[src/rtl/lcb_ram.sv]
// ----------------------------------------------------------------------------
// lcb_ram
// generic single write port ram with one registered read port
// ----------------------------------------------------------------------------
module lcb_ram #(
    parameter int WIDTH = 8,
    parameter int DEPTH = 16
) (
    input  logic                     clk,
    input  logic                     we,
    input  logic [$clog2(DEPTH)-1:0] waddr,
    input  logic [WIDTH-1:0]         wdata,
    input  logic [$clog2(DEPTH)-1:0] raddr,
    output logic [WIDTH-1:0]         rdata
);

    logic [WIDTH-1:0] mem [DEPTH];
    logic [WIDTH-1:0] rdata_reg;

    always_ff @(posedge clk)
    begin
        if (we)
        begin
            mem[waddr] <= wdata;
        end
        rdata_reg <= mem[raddr];
    end

    assign rdata = rdata_reg;

endmodule

[config.mk]
export PLATFORM = sky130hd
export DESIGN_NAME = lcb_ram
export DESIGN_NICKNAME = d
export VERILOG_FILES = /design/src/rtl/lcb_ram.sv
export SDC_FILE = /design/constraint.sdc
export NUM_CORES = 1
export LEC_CHECK = 0
export BUFFER_PORTS_ARGS = -buffer_cell sky130_fd_sc_hd__buf_2
export CORE_MARGIN = 3
export CORE_UTILIZATION = 35
export CTS_CLUSTER_SIZE = 24
export DETAILED_ROUTE_END_ITERATION = 6
export GPL_ROUTABILITY_DRIVEN = 0
export PLACE_DENSITY = 0.56
export SLEW_MARGIN = 10
export SYNTH_ARGS = -nofsm -noshare
export SYNTH_HDL_FRONTEND = slang
export SYNTH_SLANG_ARGS = --single-unit
[constraint.sdc]
create_clock -name clk -period 5.1 [get_ports clk]
set_input_delay 0.51 -clock clk [delete_from_list [all_inputs] [get_ports clk]]
set_output_delay 0.51 -clock clk [all_outputs]
set_load 0.05 [all_outputs]
**Word level (Yosys, flattened, before mapping)**

Memory sizes are Yosys's and may differ from the RTL's. A register that Yosys moved wholly into a read port is not among the register bits.
Index checks and enable logic that the tools add are counted.

- Mux-type cells: 2

Operators with widths:

| cell | count |
|---|---|
| 1-bit two-way mux | 2 |

- Memories kept: 1
- Memory bits (writable): 128
- Register bits after elaboration: 0

Memory list:

| memory | depth | width | rd ports | clocked after memory_dff | write ports | line | RTL |
|---|---|---|---|---|---|---|---|
| mem | 16 | 8 | 1 | 1 | 1 | 17 | `logic [WIDTH-1:0] mem [DEPTH];` |

**Logic depth before layout (Yosys ltp)**

- Depth in word-level cells: 2
- Gate-level depth with buffers: 5
- Gate-level depth less buffers: 3

**Worst setup path before layout**

OpenSTA, ideal clock, no wires.

- Path type: input port to flip-flop
- From: in waddr[2]
- To: mem mem[0][0] (enable)
- Data arrival time: 1.620 ns
- Stages: 2
- Setup time: 0.383 ns
- Setup slack: 3.097 ns
- Path through: or3b_2 -> nor3_1

RTL lines:

| item | line | RTL |
|---|---|---|
| start: declaration | 11 | `input logic [$clog2(DEPTH)-1:0] waddr,` |
| end: declaration | 17 |  |

Straight into the memory's write port.

==> run metrics <==
first-pass GRT wire length=16100 um; Setup Fix Bufs, Post-CTS=0; register area share after synthesis=77.8%; TNS Setup=0 ns; 1st-pass router iterations=4; Int Pwr=2.18 mW; Worst path max stage delay=0.80 ns; FF+latch area=4000 um2; Tcrit/Tclk final=40.9%; Starting Density=36.4%; WS Path Type=input port to flip-flop; CP arrival=2.37 ns; die area=16200 um2; setup violators final=0; Leak=2.01 nW; Crit Path Max Fanout=32; initial antenna violation count=0; unique cell type count in the Yosys netlist=19; post-synthesis mux area share=15.0%; largest family of logic cells by synthesized area=multiplexers; max_slew headroom=26.6%; peak supply drop=0.242 mV; Worst Setup End Kind=flip-flop; Net Sw Frac=19.9%; Final Hold Vio Count=0; fillers=1228; HP Class=input port to flip-flop; Max Buffers Root-to-Sink=2; max FFs per register=128; # rows=43; Final Cell Area=6090 um2; adder-cell area share of the yosys netlist=0%; crit path cell chain=buf_2, mux4_1, a22oi_1, nand2_1; max-slew violations=0; Clk pwr share=48.9%; dpl hpwl=6420 um; Worst Clk Skew=0.00622 ns; multi-input logic area=1060 um2; largest net degree at the start of global routing=33; RSZ-0062 raised after global routing=false; xor and xnor fraction of the mapped netlist area=0%; hold-fix buffers at CTS=0; vias in the first global route=2590; # IOs=26; Synthesized Nets=247; Power Density=447 nW/um2; final WL=10500 um; Slowest-stage cell, CP=buf_2; Tmin final=2.08 ns; Reg power frac=46.2%; Synth Register Bits=136; via-per-instance ratio=5.16; Net Switching=0.542 mW; critical path data required time=5.38 ns; post-DR wirelength/cell=22.9 um; Final Util=43.1%; dpl cell area=5440 um2; mapped cell area=5150 um2; Mapped Cells=229; GRT Total Usage=14.0%; Die W=127 um; Iteration-0 DRC Markers=181; critical path startpoint category=input port; ANT nets after route=0; Ant. Diodes=0; Slew @ Worst Pin=1.10 ns; PortBufs=25; nets=284; fmax=0.480 GHz; total power=2.73 mW; GR Overflow Total=0; clock sink total=136; Area growth syn-to-layout=18.4%; yosys warns=0; CTS tree=built; clk slew on worst S/H paths=0.06 ns; number of max-cap violations=0; Post-CTS Resized=0; outcome=completed; Post-Synth Simple-Gate Area=3.18%; DRC=0; Root Driver=clkbuf_16; post-synthesis compound-gate area fraction=2.33%; Die Ht=127 um; layout cells sized above 1=28.0%; mean post-synth cell area=22.5 um2; routed via count=2369; Core ar.=14100 um2; TritonCTS Buffers=17; H-Tree Depth=4; Comb pwr share=5.0%; worst-skew pair later-pin latency=0.41 ns
==> cell usage in the layout, fill, tap and decap left out, types with 5 or more instances in the layout <==
cell type   instances
mux4_2             18
dfxtp_1             8
nor2_1             13
bufinv_16           5
mux4_1             14
clkbuf_16          17
buf_2              25
nand2_1             9
a22oi_1            16
clkinvlp_4          5
edfxtp_1          128
==> metal layers <==
metal	global-route usage, %	routed length (um)	up-vias
li1	-	-	1047
met1	18.0	4370	1242
met2	22.9	5370	71
met3	3.51	683	9
met4	5.30	76	0
met5	0	0	-
==> per-stage QoR <==
step                instances  hold WS, ns  setup WS [ns]
finish                    459        0.473           3.02
global route              459        0.486           2.87
CTS                       459        0.470           2.93
detailed placement        427        0.670           2.50
floorplan                 229        0.609           3.10
global placement          427        0.659           2.36
==> power by group through the flow <==
stage,registers (mW),logic [mW],clock network [mW]
floorplan,1.30,0.0634,0
global route,1.26,0.146,1.40
CTS,1.26,0.138,1.35
detailed placement,1.28,0.137,0
global placement,1.28,0.135,0
finish,1.26,0.135,1.33
==> layout make-up <==
class,instances,share of cell area (%)
Tap cell,180,3.70
Multi-Input combinational cell,83,17.4
Timing Repair Buffer,28,2.42
Clock buffer,19,7.43
Sequential cell,136,65.7
Clock inverter,13,3.29
==> synth_stat cells <==
cell type | number | share of area [%]
and2b_1 | 1 | 0.15
nor2_1 | 13 | 0.95
buf_2 | 3 | 0.29
nand3_1 | 1 | 0.097
nand2_1 | 9 | 0.66
clkdlybuf4s25_2 | 3 | 0.58
and2_1 | 1 | 0.12
buf_4 | 1 | 0.15
nor2b_1 | 1 | 0.12
nor3_1 | 4 | 0.39
dfxtp_1 | 8 | 3.1
nand2b_1 | 2 | 0.24
nand3b_1 | 2 | 0.29
buf_6 | 3 | 0.66
or3b_2 | 1 | 0.17
mux4_2 | 18 | 7.9
a22oi_1 | 16 | 2.3
edfxtp_1 | 128 | 75
mux4_1 | 14 | 7.1
==> final timing paths <==
| kind | startpoint | endpoint | slack [ns] | cells after the start |
|---|---|---|---|---|
| setup / recovery | raddr[0] | rdata[1] | 3.02 | 4 |
| hold / removal | wdata[6] | mem[7][6] | 0.47 | 1 |
| setup reg to reg | mem[10][5] | rdata[5] | 3.74 | 3 |
| hold reg to reg | mem[10][4] | rdata[4] | 0.69 | 3 |
==> critical path: cells and delay by family <==
kind,cells,cell delay [ns]
muxes,1,0.67
AOI/OAI and AO/OA,1,0.26
and+or+nand+nor,1,0.09
buffers and inverters,1,0.80
==> cell families (layout without fill, tap and decap cells) <==
| family | after synthesis | in the layout |
|---|---|---|
| AOI/OAI and AO/OA | 16 | 16 |
| buffers and inverters | 10 | 60 |
| DFF | 136 | 136 |
| muxes | 32 | 32 |
| and+or+nand+nor | 35 | 35 |
Note: power is estimated with default switching activity, not from simulation.
