`src/rtl/lcb_pkg.sv`:
```
// ----------------------------------------------------------------------------
// lcb_pkg
// shared sizes, codes and handshake structs of the surface cache directory
// ----------------------------------------------------------------------------
package lcb_pkg;

    localparam int SLOTS      = 128;
    localparam int KEY_BITS   = 64;
    localparam int KEY_PORT_W = 64;
    localparam int IDX_W      = $clog2(SLOTS);
    localparam int CNT_W      = $clog2(SLOTS + 1);
    localparam int STAMP_W    = 40;
    localparam int SIDE_W     = 13;
    localparam int AREA_W     = 2 * SIDE_W;
    localparam int PIX_W      = 19;
    localparam int BPP_SHIFT  = 2;
    localparam int BYTES_W    = PIX_W + BPP_SHIFT;
    localparam int TOTAL_W    = 27;
    localparam int CFG_W      = 27;
    localparam int CFG_IDX_W  = 2;
    localparam int SLOT_OUT_W = 7;
    localparam int EVICT_W    = 8;

    localparam logic [IDX_W-1:0] LAST_IDX = IDX_W'(SLOTS - 1);

    localparam logic [CFG_IDX_W-1:0] CFG_BUDGET = 2'd0;
    localparam logic [CFG_IDX_W-1:0] CFG_PIXEL  = 2'd1;
    localparam logic [CFG_IDX_W-1:0] CFG_SIDE   = 2'd2;

    localparam logic [TOTAL_W-1:0] BUDGET_RST = TOTAL_W'(16 * 1024 * 1024);
    localparam logic [PIX_W-1:0]   PIXEL_RST  = PIX_W'(262144);
    localparam logic [SIDE_W-1:0]  SIDE_RST   = SIDE_W'(4096);

    typedef enum logic [1:0] {
        ST_REJECT = 2'd0,
        ST_HIT    = 2'd1,
        ST_INSERT = 2'd2,
        ST_FLUSH  = 2'd3
    } status_t;

    typedef enum logic [1:0] {
        SCAN_HIT   = 2'd0,
        SCAN_LRU   = 2'd1,
        SCAN_FREE  = 2'd2,
        SCAN_COUNT = 2'd3
    } scan_mode_t;

    typedef struct packed {
        logic       go;
        scan_mode_t mode;
    } scan_req_t;

    typedef struct packed {
        logic               done;
        logic               found;
        logic [IDX_W-1:0]   idx;
        logic [BYTES_W-1:0] bytes;
        logic [CNT_W-1:0]   count;
    } scan_rsp_t;

endpackage

```
`src/rtl/lcb_scan.sv`:
```
// ----------------------------------------------------------------------------
// lcb_scan
// shared slot scanner: walks every slot once, one per cycle, and runs a
// single compare unit for key match, oldest stamp, first free or valid count
// ----------------------------------------------------------------------------
module lcb_scan (
    input  logic                          clk,
    input  logic                          rst_n,
    input  lcb_pkg::scan_req_t            req,
    input  logic [lcb_pkg::KEY_BITS-1:0]  key,
    input  logic [lcb_pkg::SLOTS-1:0]     valid,
    input  logic [lcb_pkg::KEY_BITS-1:0]  key_rd,
    input  logic [lcb_pkg::STAMP_W-1:0]   stamp_rd,
    input  logic [lcb_pkg::BYTES_W-1:0]   bytes_rd,
    output logic [lcb_pkg::IDX_W-1:0]     rd_addr,
    output lcb_pkg::scan_rsp_t            rsp
);
    import lcb_pkg::*;

    logic               run_reg;
    scan_mode_t         mode_reg;
    logic [IDX_W-1:0]   addr_reg;
    logic               pipe_reg;
    logic [IDX_W-1:0]   pidx_reg;
    logic               done_reg;
    logic               found_reg;
    logic [IDX_W-1:0]   idx_reg;
    logic [STAMP_W-1:0] stamp_reg;
    logic [BYTES_W-1:0] bytes_reg;
    logic [CNT_W-1:0]   count_reg;

    logic slot_on;
    logic take;
    logic count_inc;

    always_comb
    begin
        slot_on   = valid[pidx_reg];
        count_inc = 1'b0;
        case (mode_reg)
            SCAN_HIT:   take = slot_on && (key_rd == key) && !found_reg;
            SCAN_LRU:   take = slot_on && (!found_reg || (stamp_rd < stamp_reg));
            SCAN_FREE:  take = !slot_on && !found_reg;
            SCAN_COUNT:
            begin
                take      = 1'b0;
                count_inc = slot_on;
            end
            default:    take = 1'b0;
        endcase
    end

    always_ff @(posedge clk or negedge rst_n)
    begin
        if (!rst_n)
        begin
            run_reg   <= 1'b0;
            mode_reg  <= SCAN_HIT;
            addr_reg  <= '0;
            pipe_reg  <= 1'b0;
            pidx_reg  <= '0;
            done_reg  <= 1'b0;
            found_reg <= 1'b0;
            idx_reg   <= '0;
            stamp_reg <= '0;
            bytes_reg <= '0;
            count_reg <= '0;
        end
        else
        begin
            done_reg <= 1'b0;
            pipe_reg <= run_reg;
            pidx_reg <= addr_reg;
            // compare stage, working on the slot addressed in the cycle before
            if (pipe_reg)
            begin
                if (take)
                begin
                    found_reg <= 1'b1;
                    idx_reg   <= pidx_reg;
                    stamp_reg <= stamp_rd;
                    bytes_reg <= bytes_rd;
                end
                if (count_inc)
                begin
                    count_reg <= count_reg + CNT_W'(1);
                end
                if (pidx_reg == LAST_IDX)
                begin
                    done_reg <= 1'b1;
                end
            end
            if (req.go)
            begin
                run_reg   <= 1'b1;
                mode_reg  <= req.mode;
                addr_reg  <= '0;
                found_reg <= 1'b0;
                idx_reg   <= '0;
                count_reg <= '0;
            end
            else if (run_reg)
            begin
                addr_reg <= addr_reg + IDX_W'(1);
                if (addr_reg == LAST_IDX)
                begin
                    run_reg <= 1'b0;
                end
            end
        end
    end

    assign rd_addr   = addr_reg;
    assign rsp.done  = done_reg;
    assign rsp.found = found_reg;
    assign rsp.idx   = idx_reg;
    assign rsp.bytes = bytes_reg;
    assign rsp.count = count_reg;

endmodule

```
`config.mk`:
```
export PLATFORM = sky130hd
export DESIGN_NAME = lcb_scan
export DESIGN_NICKNAME = d
export VERILOG_FILES = /design/src/rtl/lcb_pkg.sv /design/src/rtl/lcb_scan.sv
export SDC_FILE = /design/constraint.sdc
export NUM_CORES = 1
export LEC_CHECK = 0
export BUFFER_PORTS_ARGS = -buffer_cell sky130_fd_sc_hd__buf_2
export CAP_MARGIN = 5
export CORE_AREA = 2 2 144 146
export DETAILED_ROUTE_END_ITERATION = 12
export DIE_AREA = 0 0 146 148
export PLACE_DENSITY = 0.74
export SLEW_MARGIN = 10
export SYNTH_ARGS = -nofsm -noshare
export SYNTH_HDL_FRONTEND = slang
export SYNTH_SLANG_ARGS = --single-unit
```
`constraint.sdc`:
```
create_clock -name clk -period 3.6 [get_ports clk]
set_input_delay 0.72 -clock clk [delete_from_list [all_inputs] [get_ports clk]]
set_output_delay 0.72 -clock clk [all_outputs]
set_load 0.01 [all_outputs]
```
After elaboration in Yosys (flattened, before gate mapping). Index checks and enable logic that the tools add are counted.

Register bits after elaboration: 96. Input bits: 322. Output and inout bits: 45. Logic and storage cells: 56.

$add $sub $neg: 2. Order comparisons: 2. Eq/ne operators: 6. Mux-type cells: 20. Reduce and logical (&&, ||, !) cells: 15.

Operators with widths (number): equality test 64 bit (1); less-than comparator 40 bit (1); 2-to-1 mux 7 bit (5); 2-to-1 mux 8 bit (3); equality test 7 bit (second input constant) (2); 2-to-1 mux 1 bit (10); adder 8 x 1 -> 8 bit (second input constant) (1); less-than comparator 7 x 8 -> 1 bit (second input constant) (1); nonzero test 2 bit (4); adder 7 x 1 -> 7 bit (second input constant) (1); binary-select mux 1 bit (select 7 bit) (1); AND reduction 2 bit (3); equality test 2 bit (second input constant) (2); logical AND 1 bit (4); case mux 1 bit (4 select lines) (1); equality test 2 x 1 -> 1 bit (second input constant) (1); zero test 1 bit (2); zero test 2 bit (1); logical OR 1 bit (1).

Logic depth before layout (Yosys ltp).
Depth in word-level cells: 8. Depth in mapped cells: 14. Depth with buffers taken out: 10.

Worst setup path before layout. OpenSTA, ideal clock, no wires.

Path kind: in2reg. Start: in valid[19] in the netlist's numbering. End: reg bytes_reg[12]. Library setup time: 125 ps. Arrival time: 3305 ps. Data required time: 3475 ps. Path slack: 170 ps. Stages: 11. Buffers on the path: 3. Cell sequence: mux4_2 nor2b_1 or4_1 a211oi_2 a311oi_4 nor3b_1 or3_1 buf_2 buf_6 buf_12 mux2_4.

Word-level cells in the longest chain between the ends: 6. Elaborated cells on any way between the ends: 9. Classes of those cells: 3 x mux; 6 x reduce/logical.

Ends and longest elaborated chain: from (decl) (line lcb_scan.sv:11) `input logic [lcb_pkg::SLOTS-1:0] valid,`; binary-select mux 1 bit (select 7 bit) * (line lcb_scan.sv:38) `slot_on = valid[pidx_reg];`; 2-to-1 mux 1 bit (not written as such) * (line lcb_scan.sv:38); zero test 1 bit / logical AND 1 bit (equally long branches) (line lcb_scan.sv:43, lcb_scan.sv:41); logical AND 1 bit (on tied branches) (line lcb_scan.sv:43, lcb_scan.sv:41); case mux 1 bit (4 select lines) * (line lcb_scan.sv:40) `case (mode_reg)`; AND reduction 2 bit (no line) *; to (signal assigned) (line lcb_scan.sv:82) `bytes_reg <= bytes_rd;`; to (decl) (line lcb_scan.sv:29) `logic [BYTES_W-1:0] bytes_reg;`.

Mark *: on every way between the ends. The rest lies on a longest branch, timed or not. The select of a mux whose other input is x is not followed. A chain may end at the register's enable or synchronous reset.

Worst setup path in the final report.
Start: reg pidx_reg[0]. End: reg stamp_reg[10].

Word-level cells in the longest chain between the ends: 6. Elaborated cells on any way between the ends: 9. Classes of those cells: 3 x mux; 6 x reduce/logical.

Ends and longest elaborated chain: from (decl) (line lcb_scan.sv:24) `logic [IDX_W-1:0] pidx_reg;`; from (signal assigned) (line lcb_scan.sv:73) `pidx_reg <= addr_reg;`; binary-select mux 1 bit (select 7 bit) * (line lcb_scan.sv:38); 2-to-1 mux 1 bit (not written as such) * (line lcb_scan.sv:38); zero test 1 bit / logical AND 1 bit (equally long branches) (line lcb_scan.sv:43, lcb_scan.sv:41); logical AND 1 bit (on tied branches) (line lcb_scan.sv:43, lcb_scan.sv:41); case mux 1 bit (4 select lines) * (line lcb_scan.sv:40); AND reduction 2 bit (no line) *; to (signal assigned) (line lcb_scan.sv:81) `stamp_reg <= stamp_rd;`; to (decl) (line lcb_scan.sv:28) `logic [STAMP_W-1:0] stamp_reg;`.

Marks and branches as above.

==> key figures <==
Run status
  • Status: finished, final reports clean

Hold path
  • HP Class: primary input to asynchronous set/reset pin

Die
  • I/O Pins: around 370
  • Die ar.: roughly 22000 um^2
  • Die X: about 150 um
  • Initial Utilization: 0.335
  • Number of core rows: 52
  • Core area: roughly 20000 um^2
  • Die height: around 150 um

Synthesis
  • Mean post-synth cell area: approximately 11 um^2
  • Synth warn: 0
  • Post-synth EDFFs: 0
  • Prevailing post-synth register cell: dfrtp_1
  • Synth Cell Area: around 6700 um^2
  • Register area share after synthesis: 0.358
  • FFs w/ async S/R, synth: 1.00
  • Net Count, Synth: approximately 960
  • Cells after synthesis: about 600
  • FF+latch count, synth: 96
  • Synth unique cells: between 50 and 60

Worst setup path
  • CP max stage delay: 0.55 ns
  • Slowest CP cell: mux4_2
  • Setup CP Type: register to register
  • Critical R2R Capture: stamp_reg[10]$_DFFE_PN0P_
  • Max FO, Critical Path: 10
  • Buf+Inv Stages, Crit Path: 1
  • R2R setup slack: ~0.25 ns
  • Critical Path Sink: stamp_reg[10]$_DFFE_PN0P_
  • Critical path data required time: ~3.8 ns
  • CP top delay family: simple AND/OR/NAND/NOR gates
  • Crit path depth: 9
  • Crit-path cells: mux4_2 -> nor2b_1 -> or4_1 -> a31oi_1 -> a311oi_4 -> nor3b_1 -> or3_4 -> buf_4 -> mux2_2
  • Setup crit start: pidx_reg[0]$_DFF_PN0_
  • Critical R2R Launch: pidx_reg[0]$_DFF_PN0_
  • CP arrival: 3.58 ns
  • Critical path endpoint category: register
  • Worst r2r path cells: 9
  • CP Launch Type: register

Place
  • Post-DP HPWL: ~17000 um
  • Buffers on Ports: 366
  • Placed cells: ~1200
  • Final GP Congestion: between 0.9 and 1

Global route
  • Grt ovf: 0
  • First-pass GRT wire length: 31400 um
  • Number of global-route vias before repair: 6131
  • Gr usage total: 0.184
  • Largest net degree at the start of global routing: 61
  • Initial antenna violation count: 0

STA
  • Final setup TNS: 0 ns
  • Hold slack: between 0.3 and 0.4 ns
  • Crit path time final: around 3.3 ns
  • Worst Tran Pin Value: 0.576 ns
  • Hold Violations, Final: 0
  • Slew Limit Headroom: 0.612
  • RSZ-0062 raised after global routing: no
  • Final setup fails: 0
  • Max frequency: about 300 MHz
  • Max-slew violations: 0
  • Layout Skew: around 0.011 ns
  • Period utilization: 0.930

Route
  • Residual DRC: 0
  • Vias/cell: about 5
  • Routed length per instance: roughly 16 um
  • Drt pass-1 iters: 5
  • Met2 wire len: slightly below 10000 um
  • DR top layer: met4
  • ANT nets after route: 0
  • DRT iter0 DRCs: around 220
  • Vias: 6036
  • Routed WL: around 20000 um
  • Met3 routed WL: 1400 um
  • Metal1 wirelength: between 8000 and 9000 um

CTS
  • CTS Sinks: 96
  • Clock root buffer master: clkbuf_16
  • CTS tree: built
  • # hold bufs at CTS: 0
  • Post-CTS setup buffer count: 0
  • Cts repair resizes: 0
  • CTS Buf Count: 9
  • Worst skew pair latency: roughly 0.35 ns
  • Longest Clk Path Bufs: 2
  • Clock slew at reported path FFs: ~0.07 ns
  • H-tree lvl count: 3

Final layout
  • Most frequent cells in the layout: buf_2, dfrtp_1, xor2_1
  • Register Area: between 2000 and 2500 um^2
  • Leading cell type in the layout, fill and taps excluded: buf_2
  • Post-route core utilization: 0.458
  • Fillers: approximately 1900
  • Layout cell share with drive strength beyond 1: 0.509
  • # diodes: 0
  • Non-filler cells, final: around 1200
  • Combined area of the multi-input logic cells: just under 4000 um^2
  • Max reg flops: 40
  • NumNets Final: 1323
  • Area Overhead vs Synth: 36.9%

Power and ir drop
  • Maximum vdd drop: 0.218 mV
  • Power Density: between 400 and 500 nW/um^2
  • Pwr Total: roughly 4500 uW
  • Leak: around 0.0046 uW

Job
  • MaxCap Viol Count: 0
logic make-up after synthesis:
logic type / after synthesis / share of synthesized area
simple gates: 134 / 0.111
mux: 117 / 0.239
buf+inv: 69 / 0.0528
fa+ha+maj: 41 / 0.0765
compound gates: 67 / 0.0705
flops: 96 / 0.358
xor+xnor: 71 / 0.0927
through the flow:
stage,setup slack [ns],area [um^2]
3_3_place_gp,0.0409,8880
4_1_cts,0.226,9180
3_5_place_dp,0.0152,8880
5_1_grt,0.119,9180
2_1_floorplan,0.170,6710
6_report,0.253,9180
cell usage after synthesis, types with 2 or more instances:
cell type  instances  area share
ha_1              41       0.076
mux2i_1           28       0.042
nor2b_1            7      0.0065
a211oi_1           3      0.0034
o21ai_0            9      0.0067
nand2b_1          17       0.016
mux2_4            13       0.029
nor3_1             6      0.0045
a221o_1            2      0.0030
nand4_1           16       0.015
a31oi_1            5      0.0047
xnor2_1            8       0.010
nor4_1            14       0.013
buf_6              2      0.0034
a22oi_1            5      0.0056
dfrtp_1           96        0.36
nor2_1            16      0.0090
buf_12             3      0.0090
buf_4              5      0.0056
a21oi_1           16       0.012
and3_1             3      0.0028
xor2_1            63       0.082
nand3_1           10      0.0075
buf_2             10      0.0075
nand2_1           23       0.013
nand3b_1           6      0.0067
a21o_1             6      0.0067
o31ai_1            2      0.0022
inv_1             42       0.023
or4_1              4      0.0045
or3_1              7      0.0065
mux4_2            24       0.081
clkbuf_1           5      0.0028
buf_1              2      0.0011
a311oi_1           3      0.0039
mux2_2            52       0.087
o21a_1             4      0.0045
o22ai_1            4      0.0037
where the power goes:
group	internal [uW]	total, uW	leakage (uW)	switching [uW]
clock	549	992	0.000142	443
sequential	1440	1640	0.00118	194
combinational	1060	1900	0.00325	838
total	3060	4530	0.00456	1470
worst min-delay path by stage:
stage	endpoint	slack [ns]	depth (start not counted)
floorplan	pipe_reg$_DFF_PN0_	0.35	0
global placement	pidx_reg[5]$_DFF_PN0_	0.43	0
detailed placement	pidx_reg[5]$_DFF_PN0_	0.44	0
CTS	bytes_reg[13]$_DFFE_PN0P_	0.32	1
global route	bytes_reg[13]$_DFFE_PN0P_	0.35	1
finish	bytes_reg[13]$_DFFE_PN0P_	0.33	1
cell type report:
type | instances | share of cell area
Tap cell | 270 | 0.0368
Sequential cell | 96 | 0.262
Clock inverter | 6 | 0.00804
Inverter | 42 | 0.0172
Clock buffer | 10 | 0.0249
Multi-Input combinational cell | 430 | 0.431
Timing Repair Buffer | 381 | 0.220
metal layers:
metal,track usage,up-vias
met5,0,-
met4,0.0617,0
met3,0.0500,36
met2,0.314,266
met1,0.227,2842
li1,-,2892
(Power assumes the default switching activity.)
